File: src/rtl/a2e_pkg.sv
package a2e_pkg;

  // Kind codes of the time string
  localparam logic [1:0] KIND_UTC = 2'd0;  // two-digit year
  localparam logic [1:0] KIND_GEN = 2'd1;  // four-digit year

  // Result status codes
  localparam logic [1:0] STATUS_OK        = 2'd0;
  localparam logic [1:0] STATUS_SHORT     = 2'd1;
  localparam logic [1:0] STATUS_BAD_DIGIT = 2'd2;

  // Character classes
  localparam logic [7:0] CharZero = 8'd48;
  localparam logic [7:0] CharNine = 8'd57;

  // Two-digit fields after the year: month, day, hour, minute, second
  localparam int unsigned FieldCnt   = 5;
  localparam logic [4:0]  FieldChars = 5'd10;

  // Year mapping
  localparam logic [13:0] UtcPivot  = 14'd70;
  localparam logic [13:0] YearUtcLo = 14'd2000;
  localparam logic [13:0] YearBase  = 14'd1900;

  // Calendar arithmetic
  localparam logic [8:0]  YearBias    = 9'd400;      // keep the March-based year positive
  localparam logic [5:0]  MonRecip    = 6'd43;       // floor(x / 12) = (x * 43) >> 9, x < 128
  localparam logic [12:0] Recip100    = 13'd5243;    // floor(x / 100) = (x * 5243) >> 19
  localparam logic [8:0]  DaysPerYear = 9'd365;
  localparam logic [19:0] DayBias     = 20'd865566;  // 719468 + 146097 + 1
  localparam logic [16:0] SecPerDay   = 17'd86400;
  localparam logic [11:0] SecPerHour  = 12'd3600;
  localparam logic [5:0]  SecPerMin   = 6'd60;

  // Queue and pipeline sizes
  localparam int unsigned RecQDepth  = 2;
  localparam int unsigned ResQDepth  = 8;
  localparam int unsigned PipeStages = 5;

  // One parsed string, handed from the front to the back
  typedef struct packed {
    logic [1:0]  status;
    logic [1:0]  kind;
    logic [13:0] year;
    logic [6:0]  month;
    logic [6:0]  day;
    logic [6:0]  hour;
    logic [6:0]  minute;
    logic [6:0]  second;
  } rec_t;

  // One finished result
  typedef struct packed {
    logic [1:0]  status;
    logic [38:0] epoch;
  } res_t;

  // Day of the March-based year on which month (index 0 = January) starts
  function automatic logic [8:0] doy_of(input logic [3:0] mon_idx);
    logic [8:0] doy;
    case (mon_idx)
      4'd0:    doy = 9'd306;
      4'd1:    doy = 9'd337;
      4'd2:    doy = 9'd0;
      4'd3:    doy = 9'd31;
      4'd4:    doy = 9'd61;
      4'd5:    doy = 9'd92;
      4'd6:    doy = 9'd122;
      4'd7:    doy = 9'd153;
      4'd8:    doy = 9'd184;
      4'd9:    doy = 9'd214;
      4'd10:   doy = 9'd245;
      4'd11:   doy = 9'd275;
      default: doy = 9'd0;
    endcase
    return doy;
  endfunction

endpackage

File: src/rtl/asn1_time_to_epoch_unit.sv
// Takes one character per cycle; full only rises when the two-entry record queue backs up.
// A result reaches the result ports by way of the record queue, then five stages of calendar
// arithmetic and the result queue; a record waits in its queue while the result queue lacks room.
// Throughput is one string per cycle at most, set by the record queue and 8-entry result queue.
// Reset (asynchronous, active low) clears the parser state and empties both queues.
module asn1_time_to_epoch_unit (
  input  logic               clk_i,
  input  logic               rst_ni,
  input  logic               push,
  output logic               full,
  input  logic [7:0]         char_code_i,
  input  logic [1:0]         time_kind_i,
  input  logic               last_char_i,
  output logic               empty,
  input  logic               pop,
  output logic [1:0]         status_o,
  output logic signed [38:0] epoch_seconds_o
);

  logic          accept;
  logic          rec_valid;
  a2e_pkg::rec_t rec_front;
  a2e_pkg::rec_t rec_back;
  logic          rec_empty;
  logic          rec_pop;

  assign accept = push && !full;

  a2e_front u_front (
    .clk_i       (clk_i),
    .rst_ni      (rst_ni),
    .accept_i    (accept),
    .char_code_i (char_code_i),
    .time_kind_i (time_kind_i),
    .last_char_i (last_char_i),
    .rec_valid_o (rec_valid),
    .rec_o       (rec_front)
  );

  a2e_rec_queue u_rec_queue (
    .clk_i   (clk_i),
    .rst_ni  (rst_ni),
    .push_i  (rec_valid),
    .rec_i   (rec_front),
    .full_o  (full),
    .pop_i   (rec_pop),
    .empty_o (rec_empty),
    .rec_o   (rec_back)
  );

  a2e_back u_back (
    .clk_i           (clk_i),
    .rst_ni          (rst_ni),
    .rec_empty_i     (rec_empty),
    .rec_i           (rec_back),
    .rec_pop_o       (rec_pop),
    .empty_o         (empty),
    .pop_i           (pop),
    .status_o        (status_o),
    .epoch_seconds_o (epoch_seconds_o)
  );

endmodule

File: src/rtl/a2e_front.sv
module a2e_front (
  input  logic              clk_i,
  input  logic              rst_ni,
  input  logic              accept_i,
  input  logic [7:0]        char_code_i,
  input  logic [1:0]        time_kind_i,
  input  logic              last_char_i,
  output logic              rec_valid_o,
  output a2e_pkg::rec_t     rec_o
);

  logic [3:0]  pos_q, pos_d;
  logic [1:0]  kind_q, kind_d;
  logic [13:0] year_q, year_d;
  logic [6:0]  fld_q [a2e_pkg::FieldCnt];
  logic [6:0]  fld_d [a2e_pkg::FieldCnt];
  logic        bad_q, bad_d;
  logic        pend_q, pend_d;

  logic [1:0]  kind;
  logic [2:0]  ylen;
  logic        is_dig;
  logic [3:0]  dig;
  logic [6:0]  dig_x10;
  logic        in_year;
  logic        in_fld;
  logic [4:0]  qpos;
  logic [2:0]  fsel;
  logic [4:0]  len;
  logic [4:0]  rem;
  logic [3:0]  pos_nxt;
  logic [13:0] year_nxt;
  logic [6:0]  fld_nxt [a2e_pkg::FieldCnt];
  logic        bad_nxt;
  logic        pend_nxt;

  // Classify the character against the current position
  always_comb begin
    kind = (pos_q == 4'd0) ? time_kind_i : kind_q;
    case (kind)
      a2e_pkg::KIND_UTC: ylen = 3'd2;
      a2e_pkg::KIND_GEN: ylen = 3'd4;
      default:           ylen = 3'd0;
    endcase
    is_dig  = char_code_i inside {[a2e_pkg::CharZero:a2e_pkg::CharNine]};
    dig     = is_dig ? 4'(char_code_i - a2e_pkg::CharZero) : 4'd0;
    dig_x10 = 7'({dig, 3'b000}) + 7'({dig, 1'b0});
    in_year = {1'b0, pos_q} < {2'b00, ylen};
    qpos    = {1'b0, pos_q} - {2'b00, ylen};
    in_fld  = !in_year && (qpos < a2e_pkg::FieldChars);
    fsel    = qpos[3:1];
    pos_nxt = (pos_q == 4'hF) ? pos_q : pos_q + 4'd1;

    // Accumulate the digit into its field
    year_nxt = year_q;
    bad_nxt  = bad_q;
    pend_nxt = pend_q;
    for (int i = 0; i < a2e_pkg::FieldCnt; i++) begin
      fld_nxt[i] = fld_q[i];
    end
    if (in_year) begin
      year_nxt = 14'({year_q, 3'b000}) + 14'({year_q, 1'b0}) + 14'(dig);
      if (!is_dig) begin
        bad_nxt = 1'b1;
      end
    end else if (in_fld) begin
      for (int i = 0; i < a2e_pkg::FieldCnt; i++) begin
        if (fsel == 3'(i)) begin
          fld_nxt[i] = qpos[0] ? fld_q[i] + 7'(dig) : dig_x10;
        end
      end
      // Month and day are checked at once; optional pairs only when complete
      if (fsel < 3'd2) begin
        if (!is_dig) begin
          bad_nxt = 1'b1;
        end
      end else if (!qpos[0]) begin
        pend_nxt = !is_dig;
      end else if (pend_q || !is_dig) begin
        bad_nxt = 1'b1;
      end
    end

    // Build the record for a string that ends here
    len = {1'b0, pos_q} + 5'd1;
    rem = len - {2'b00, ylen};
    if (len < ({2'b00, ylen} + 5'd4)) begin
      rec_o.status = a2e_pkg::STATUS_SHORT;
    end else if (bad_nxt) begin
      rec_o.status = a2e_pkg::STATUS_BAD_DIGIT;
    end else begin
      rec_o.status = a2e_pkg::STATUS_OK;
    end
    rec_o.kind   = kind;
    rec_o.year   = year_nxt;
    rec_o.month  = fld_nxt[0];
    rec_o.day    = fld_nxt[1];
    rec_o.hour   = (rem >= 5'd6)  ? fld_nxt[2] : 7'd0;
    rec_o.minute = (rem >= 5'd8)  ? fld_nxt[3] : 7'd0;
    rec_o.second = (rem >= 5'd10) ? fld_nxt[4] : 7'd0;
    rec_valid_o  = accept_i && last_char_i;

    // Advance on a beat, clear after the last character
    pos_d  = pos_q;
    kind_d = kind_q;
    year_d = year_q;
    bad_d  = bad_q;
    pend_d = pend_q;
    for (int i = 0; i < a2e_pkg::FieldCnt; i++) begin
      fld_d[i] = fld_q[i];
    end
    if (accept_i) begin
      if (last_char_i) begin
        pos_d  = 4'd0;
        kind_d = 2'd0;
        year_d = 14'd0;
        bad_d  = 1'b0;
        pend_d = 1'b0;
        for (int i = 0; i < a2e_pkg::FieldCnt; i++) begin
          fld_d[i] = 7'd0;
        end
      end else begin
        pos_d  = pos_nxt;
        kind_d = kind;
        year_d = year_nxt;
        bad_d  = bad_nxt;
        pend_d = pend_nxt;
        for (int i = 0; i < a2e_pkg::FieldCnt; i++) begin
          fld_d[i] = fld_nxt[i];
        end
      end
    end
  end

  always_ff @(posedge clk_i or negedge rst_ni) begin
    if (!rst_ni) begin
      pos_q  <= 4'd0;
      kind_q <= 2'd0;
      year_q <= 14'd0;
      bad_q  <= 1'b0;
      pend_q <= 1'b0;
      for (int i = 0; i < a2e_pkg::FieldCnt; i++) begin
        fld_q[i] <= 7'd0;
      end
    end else begin
      pos_q  <= pos_d;
      kind_q <= kind_d;
      year_q <= year_d;
      bad_q  <= bad_d;
      pend_q <= pend_d;
      for (int i = 0; i < a2e_pkg::FieldCnt; i++) begin
        fld_q[i] <= fld_d[i];
      end
    end
  end

endmodule

File: src/rtl/a2e_rec_queue.sv
module a2e_rec_queue (
  input  logic              clk_i,
  input  logic              rst_ni,
  input  logic              push_i,
  input  a2e_pkg::rec_t     rec_i,
  output logic              full_o,
  input  logic              pop_i,
  output logic              empty_o,
  output a2e_pkg::rec_t     rec_o
);

  localparam int unsigned PtrW = $clog2(a2e_pkg::RecQDepth);
  localparam int unsigned CntW = $clog2(a2e_pkg::RecQDepth + 1);

  a2e_pkg::rec_t   mem_q [a2e_pkg::RecQDepth];
  logic [PtrW-1:0] wr_ptr_q, wr_ptr_d;
  logic [PtrW-1:0] rd_ptr_q, rd_ptr_d;
  logic [CntW-1:0] cnt_q, cnt_d;
  logic            do_push;
  logic            do_pop;

  // Move pointers and fill count
  always_comb begin
    full_o   = cnt_q == CntW'(a2e_pkg::RecQDepth);
    empty_o  = cnt_q == '0;
    do_push  = push_i && !full_o;
    do_pop   = pop_i && !empty_o;
    rec_o    = mem_q[rd_ptr_q];
    wr_ptr_d = wr_ptr_q;
    rd_ptr_d = rd_ptr_q;
    cnt_d    = cnt_q;
    if (do_push) begin
      wr_ptr_d = (wr_ptr_q == PtrW'(a2e_pkg::RecQDepth - 1)) ? '0 : wr_ptr_q + PtrW'(1);
    end
    if (do_pop) begin
      rd_ptr_d = (rd_ptr_q == PtrW'(a2e_pkg::RecQDepth - 1)) ? '0 : rd_ptr_q + PtrW'(1);
    end
    if (do_push && !do_pop) begin
      cnt_d = cnt_q + CntW'(1);
    end else if (do_pop && !do_push) begin
      cnt_d = cnt_q - CntW'(1);
    end
  end

  always_ff @(posedge clk_i or negedge rst_ni) begin
    if (!rst_ni) begin
      wr_ptr_q <= '0;
      rd_ptr_q <= '0;
      cnt_q    <= '0;
    end else begin
      wr_ptr_q <= wr_ptr_d;
      rd_ptr_q <= rd_ptr_d;
      cnt_q    <= cnt_d;
    end
  end

  // Store the pushed record
  always_ff @(posedge clk_i) begin
    if (do_push) begin
      mem_q[wr_ptr_q] <= rec_i;
    end
  end

endmodule

File: src/rtl/a2e_back.sv
module a2e_back (
  input  logic               clk_i,
  input  logic               rst_ni,
  input  logic               rec_empty_i,
  input  a2e_pkg::rec_t      rec_i,
  output logic               rec_pop_o,
  output logic               empty_o,
  input  logic               pop_i,
  output logic [1:0]         status_o,
  output logic signed [38:0] epoch_seconds_o
);

  localparam int unsigned OutPtrW = $clog2(a2e_pkg::ResQDepth);
  localparam int unsigned OutCntW = $clog2(a2e_pkg::ResQDepth + 1);
  localparam int unsigned FlightW = $clog2(a2e_pkg::PipeStages + 1);

  logic [a2e_pkg::PipeStages-1:0] vld_q;
  logic [FlightW-1:0]             inflight;

  // Stage 1: mapped year
  logic [1:0]  s1_status_q;
  logic [13:0] s1_yb_q;
  logic [6:0]  s1_month_q, s1_day_q, s1_hour_q, s1_min_q, s1_sec_q;
  logic [13:0] yb;

  // Stage 2: March-based year and day of year
  logic [1:0]  s2_status_q;
  logic [13:0] s2_yy_q;
  logic [8:0]  s2_doy_q;
  logic [6:0]  s2_day_q, s2_hour_q, s2_min_q, s2_sec_q;
  logic [6:0]  mm1;
  logic [12:0] qprod;
  logic [3:0]  q_yr;
  logic [3:0]  mon_idx;
  logic [13:0] yy;

  // Stage 3: products
  logic [1:0]  s3_status_q;
  logic [21:0] s3_y365_q;
  logic [11:0] s3_yq4_q;
  logic [7:0]  s3_c100_q;
  logic [5:0]  s3_c400_q;
  logic [8:0]  s3_doy_q;
  logic [6:0]  s3_day_q;
  logic [18:0] s3_hms_q;
  logic [26:0] p100;
  logic [24:0] p400;

  // Stage 4: day count
  logic [1:0]  s4_status_q;
  logic [24:0] s4_days_q;
  logic [18:0] s4_hms_q;
  logic [24:0] days;

  // Stage 5: day count in seconds
  logic [1:0]         s5_status_q;
  logic signed [38:0] s5_prod_q;
  logic [18:0]        s5_hms_q;
  logic signed [38:0] prod;

  // Result queue
  a2e_pkg::res_t      res_mem_q [a2e_pkg::ResQDepth];
  a2e_pkg::res_t      res_new;
  logic [OutPtrW-1:0] wr_ptr_q, rd_ptr_q;
  logic [OutCntW-1:0] cnt_q;
  logic               res_push;
  logic               res_pop;

  // Issue a record only when the result queue has room for everything in flight
  always_comb begin
    inflight  = FlightW'($countones(vld_q));
    rec_pop_o = !rec_empty_i &&
                ((OutCntW + 1)'(cnt_q) + (OutCntW + 1)'(inflight)
                 < (OutCntW + 1)'(a2e_pkg::ResQDepth));
  end

  // Map the year field by kind
  always_comb begin
    case (rec_i.kind)
      a2e_pkg::KIND_UTC: yb = rec_i.year + ((rec_i.year < a2e_pkg::UtcPivot) ?
                                            a2e_pkg::YearUtcLo : a2e_pkg::YearBase);
      a2e_pkg::KIND_GEN: yb = rec_i.year;
      default:           yb = a2e_pkg::YearBase;
    endcase
  end

  // Fold the month into an index 0..11 (0 = January) and shift the year to start in March
  always_comb begin
    mm1   = s1_month_q - 7'd1;
    qprod = 13'(mm1) * 13'(a2e_pkg::MonRecip);
    if (s1_month_q == 7'd0) begin
      q_yr    = 4'd0;
      mon_idx = 4'd11;
    end else begin
      q_yr    = qprod[12:9];
      mon_idx = 4'(mm1 - 7'({q_yr, 3'b000}) - 7'({q_yr, 2'b00}));
    end
    yy = 14'(15'(s1_yb_q) + 15'(a2e_pkg::YearBias) + 15'(q_yr)
             - 15'(s1_month_q == 7'd0) - 15'(mon_idx < 4'd2));
  end

  // Scale the year for the leap-day terms
  always_comb begin
    p100 = 27'(s2_yy_q) * 27'(a2e_pkg::Recip100);
    p400 = 25'(s2_yy_q[13:2]) * 25'(a2e_pkg::Recip100);
  end

  // Sum the day count, then turn it into seconds
  always_comb begin
    days = 25'(s3_y365_q) + 25'(s3_yq4_q) - 25'(s3_c100_q) + 25'(s3_c400_q)
           + 25'(s3_doy_q) + 25'(s3_day_q) - 25'(a2e_pkg::DayBias);
    prod = $signed(s4_days_q) * $signed({1'b0, a2e_pkg::SecPerDay});
  end

  always_ff @(posedge clk_i or negedge rst_ni) begin
    if (!rst_ni) begin
      vld_q <= '0;
    end else begin
      vld_q <= {vld_q[a2e_pkg::PipeStages-2:0], rec_pop_o};
    end
  end

  // Advance the payload every cycle
  always_ff @(posedge clk_i) begin
    s1_status_q <= rec_i.status;
    s1_yb_q     <= yb;
    s1_month_q  <= rec_i.month;
    s1_day_q    <= rec_i.day;
    s1_hour_q   <= rec_i.hour;
    s1_min_q    <= rec_i.minute;
    s1_sec_q    <= rec_i.second;

    s2_status_q <= s1_status_q;
    s2_yy_q     <= yy;
    s2_doy_q    <= a2e_pkg::doy_of(mon_idx);
    s2_day_q    <= s1_day_q;
    s2_hour_q   <= s1_hour_q;
    s2_min_q    <= s1_min_q;
    s2_sec_q    <= s1_sec_q;

    s3_status_q <= s2_status_q;
    s3_y365_q   <= 22'(s2_yy_q) * 22'(a2e_pkg::DaysPerYear);
    s3_yq4_q    <= s2_yy_q[13:2];
    s3_c100_q   <= p100[26:19];
    s3_c400_q   <= p400[24:19];
    s3_doy_q    <= s2_doy_q;
    s3_day_q    <= s2_day_q;
    s3_hms_q    <= 19'(s2_hour_q) * 19'(a2e_pkg::SecPerHour)
                   + 19'(s2_min_q) * 19'(a2e_pkg::SecPerMin) + 19'(s2_sec_q);

    s4_status_q <= s3_status_q;
    s4_days_q   <= days;
    s4_hms_q    <= s3_hms_q;

    s5_status_q <= s4_status_q;
    s5_prod_q   <= prod;
    s5_hms_q    <= s4_hms_q;
  end

  // Drop the epoch for any failed string
  always_comb begin
    res_new.status = s5_status_q;
    res_new.epoch  = (s5_status_q == a2e_pkg::STATUS_OK) ?
                     39'(s5_prod_q + $signed({20'd0, s5_hms_q})) : 39'd0;
    res_push       = vld_q[a2e_pkg::PipeStages-1];
    empty_o        = cnt_q == '0;
    res_pop        = pop_i && !empty_o;
    status_o        = res_mem_q[rd_ptr_q].status;
    epoch_seconds_o = $signed(res_mem_q[rd_ptr_q].epoch);
  end

  always_ff @(posedge clk_i or negedge rst_ni) begin
    if (!rst_ni) begin
      wr_ptr_q <= '0;
      rd_ptr_q <= '0;
      cnt_q    <= '0;
    end else begin
      if (res_push) begin
        wr_ptr_q <= (wr_ptr_q == OutPtrW'(a2e_pkg::ResQDepth - 1)) ? '0
                    : wr_ptr_q + OutPtrW'(1);
      end
      if (res_pop) begin
        rd_ptr_q <= (rd_ptr_q == OutPtrW'(a2e_pkg::ResQDepth - 1)) ? '0
                    : rd_ptr_q + OutPtrW'(1);
      end
      if (res_push && !res_pop) begin
        cnt_q <= cnt_q + OutCntW'(1);
      end else if (res_pop && !res_push) begin
        cnt_q <= cnt_q - OutCntW'(1);
      end
    end
  end

  // Hold finished results until popped
  always_ff @(posedge clk_i) begin
    if (res_push) begin
      res_mem_q[wr_ptr_q] <= res_new;
    end
  end

endmodule
File: config.mk
export PLATFORM = sky130hd
export DESIGN_NAME = asn1_time_to_epoch_unit
export DESIGN_NICKNAME = d
export VERILOG_FILES = /design/src/rtl/a2e_pkg.sv /design/src/rtl/asn1_time_to_epoch_unit.sv /design/src/rtl/a2e_front.sv /design/src/rtl/a2e_rec_queue.sv /design/src/rtl/a2e_back.sv
export SDC_FILE = /design/constraint.sdc
export NUM_CORES = 2
export LEC_CHECK = 0
export BUFFER_PORTS_ARGS = -buffer_cell sky130_fd_sc_hd__buf_2
export CORE_UTILIZATION = 40
export DETAILED_ROUTE_END_ITERATION = 7
export PLACE_DENSITY_LB_ADDON = 0.3
export RECOVER_POWER = 25
export SETUP_SLACK_MARGIN = 0.3
export SKIP_CTS_REPAIR_TIMING = 1
export SKIP_LAST_GASP = 1
export SLEW_MARGIN = 5
export SYNTH_ARGS = -nofsm -noshare
export SYNTH_HDL_FRONTEND = slang
export SYNTH_SLANG_ARGS = --single-unit
File: constraint.sdc
create_clock -name clk_i -period 8.05 [get_ports clk_i]
set_clock_uncertainty 0.15 [all_clocks]
set_input_delay 0.805 -clock clk_i [delete_from_list [all_inputs] [get_ports clk_i]]
set_output_delay 0.805 -clock clk_i [all_outputs]
set_load 0.1 [all_outputs]
==> out/qor.txt <==
===========================================================================================
Inserted Clock Buffers                                                                   82
Setup repair after global routing missed its margin                                     yes
Sequential element share of the synthesized area                                      44.0%
Worst-case clock buffer depth                                                             3
Pin count of the biggest net entering global routing                                     62
Highest-count cells in the layout ignoring fill and taps                       564 x inv_1, 549 x ha_1, 434 x edfxtp_1, 283 x dfxtp_1, 275 x fa_1
Weighted congestion at the end of routability-driven global placement                 0.841
Critical Path AT                                                                    8030 ps
Y dimension of the die                                                               345 um
CP Launch Type                                                                         flop
Wirelength per Cell                                                                 16.3 um
X dimension of the die                                                               345 um
Share of cells above drive strength 1                                                 11.9%
Antenna Nets Post-Route                                                                   0
Number of H-tree levels                                                                   3
Most common cell after layout, fill and taps aside                                    inv_1
Cell at the slowest stage of the critical path                                         fa_1
Clock Pin Slew Worst Setup and Hold Paths                                             80 ps
Number of design-rule violations left by the first detailed-router iteration           1294
Largest stage delay on the critical path                                             570 ps
Post-synth cell types                                                                    83
Start point of the worst hold path                                             u_back.s4_hms_q[18]
Synthesized netlist cell count                                                         3818
Fraction of the core area covered by cells at the end of the flow                     44.9%
Syn-to-layout area delta                                                              11.0%
Nets                                                                                   4790
Router iterations before antenna repair                                                   5
Classification of the worst-slack hold path                                         reg2reg
Number of failing hold endpoints at the final stage                                       0
Residual overflow from global routing                                                     0
Max_slew headroom                                                                    -64.4%
Number of max-capacitance violations reported                                             4
Startpoint of the most critical register-to-register path                      u_back.s1_month_q[5]
I/O pin count                                                                            58
Clock latency of the later-clocked register in the worst-skew pair                   640 ps
Initial core utilization                                                              40.4%
Overall global routing resource usage                                                 15.4%
Number of standard-cell rows in the floorplan                                           125
Antenna cell count                                                                        0
Summed negative setup slack over all endpoints                                         0 ps
Length in cells of the worst reg-to-reg path                                             33
Total via count in the routed design                                                  27400
Total of warnings raised by yosys                                                         0
Initial antenna violation count                                                           1
Crit Path Category                                                                  reg2reg
Number of cells on the worst hold path                                                    0
Inst Count DP                                                                          5368
Final worst-path cycle share                                                          94.5%
Number of endpoints failing setup at the final stage                                      0
Flip-flop and latch count after synthesis                                               798
Clock tree from TritonCTS                                                             built
Post-detailed-routing wire length                                                   90.3 mm
Least-Margin Pin Slew                                                               2470 ps
Number of global-route vias before repair                                             28100
Post-synth top flop                                                                edfxtp_1
Netlist area before placement                                                  0.0471 sq mm
Number of flops mapped to enable cells by yosys                                         434
Clock Sink Count                                                                        798
# fillers                                                                             10600
Count of unresolved DRC violations after routing                                          0
First-pass GRT wire length                                                           149 mm
Launching element of the worst setup path                                      u_back.s1_month_q[5]
Net Count, Synth                                                                       4662
Die Outline Area                                                                0.119 sq mm
Placed wire-length estimate                                                         65.4 mm
Violated checks                                                                capacitance limit, slew limit
Final critical path time including I/O delays and setup                             7610 ps
Crit path max fanout                                                                      3
Highest attainable clock frequency                                                0.131 GHz
Count of buffers from port buffering                                                     57
Async set-reset flop share out of synthesis                                           9.52%
Root Buffer                                                                       clkbuf_16
Slew Viols, Final                                                                       164
Worst path required time                                                            8470 ps
Fin cells                                                                              5538
Average vias per placed instance                                                       4.95
Synthesized area divided by synthesized cell count                               12.3 sq um
Run status                                                                     complete, but fails checks
Core region area                                                                0.116 sq mm
Endpoint kind of the worst setup timing path                                           flop
===========================================================================================
-- logic make-up (layout without fill, tap and decap cells) --
logic type | Yosys count | in the layout | synth area share, %
AO/OA/AOI/OAI | 524 | 524 | 7.37
XOR/XNOR | 217 | 217 | 4.07
adder cells (fa/ha/maj) | 829 | 829 | 26.5
buffers and inverters | 637 | 833 | 5.09
flip-flops | 798 | 798 | 44.0
multiplexers | 207 | 207 | 6.86
AND/OR/NAND/NOR | 606 | 606 | 6.18
-- critical path, delay by kind of cell (launching register included) --
family	cells	cell delay (ps)
DFF	1	360
adders and majority gates	8	3110
AOI/OAI and AO/OA	8	1330
and+or+nand+nor	9	1530
buffers and inverters	2	110
xor gates and xnor gates	6	960
-- final timing paths --
path                                       end  slack, ps
max                         u_back.s2_yy_q[12]        440
max reg2reg                 u_back.s2_yy_q[12]        440
min in group asynchronous   u_front.year_q[11]        670
min                        u_back.s5_hms_q[18]        170
max in group asynchronous   u_back.rd_ptr_q[1]       3520
min reg2reg                u_back.s5_hms_q[18]        170
-- final cells by class --
class,instances,area [sq um],area share (%)
tap,1524,1910,3.65
multi-input combinational,2383,24200,46.3
clock inverter,46,439,0.841
inverter,569,2140,4.10
sequential,798,20700,39.7
clock buffer,106,2170,4.16
timing repair buffer,112,679,1.30
-- sequential cells by signal, summed over array words and instances, names as in the netlist, 8 cells and up --
register / flops
u_back.s3_y365_q: 22
u_front.fld_q: 35
u_back.s4_days_q: 25
u_back.s5_prod_q: 32
u_back.s5_hms_q: 19
u_back.s3_hms_q: 19
u_back.s3_doy_q: 9
u_back.s4_hms_q: 19
u_rec_queue.mem_q: 106
u_back.s3_c100_q: 8
u_back.s2_doy_q: 9
u_back.s1_yb_q: 14
u_back.s3_yq4_q: 12
u_back.res_mem_q: 328
u_back.s2_yy_q: 14
u_front.year_q: 14
-- metrics by stage --
stage	setup WS, ps	cell area [sq um]	hold WS (ps)
2_1_floorplan	309	47100	160
3_5_place_dp	10.7	49400	162
6_report	440	52200	167
5_1_grt	57.0	52200	177
3_3_place_gp	197	49400	160
4_1_cts	-28.9	52000	-25.3
-- cell usage after synthesis (20+ instances only) --
cell type,instances,area share [%]
dfxtp_1,288,12
ha_1,552,15
nor3_1,37,0.39
a22o_1,25,0.47
o21bai_1,30,0.48
xnor2_1,162,3.0
a211oi_1,21,0.33
and3_1,26,0.35
nand2_1,162,1.3
xor2_1,54,1.0
dfrtp_1,76,4.0
and2_1,23,0.31
nor2b_1,36,0.48
mux2i_1,22,0.47
edfxtp_1,434,28
inv_1,567,4.5
mux4_2,82,3.9
clkbuf_1,50,0.40
or3_1,20,0.27
a21o_1,64,1.0
a21oi_1,144,1.5
nand3_1,48,0.51
o21ai_0,115,1.2
nor2_1,179,1.4
fa_1,277,12
mux2_2,103,2.5
-- routing by layer --
metal	up-vias	global-route usage (%)	share of wire (%)
met5	-	0	0
li1	13500	-	-
met3	107	1.98	3.1
met1	13400	20.9	47
met4	0	3.83	1.9
met2	350	26.2	48
Power is not shown: default switching activity piles up to over one toggle a cycle in this logic, so the estimate is an artifact.
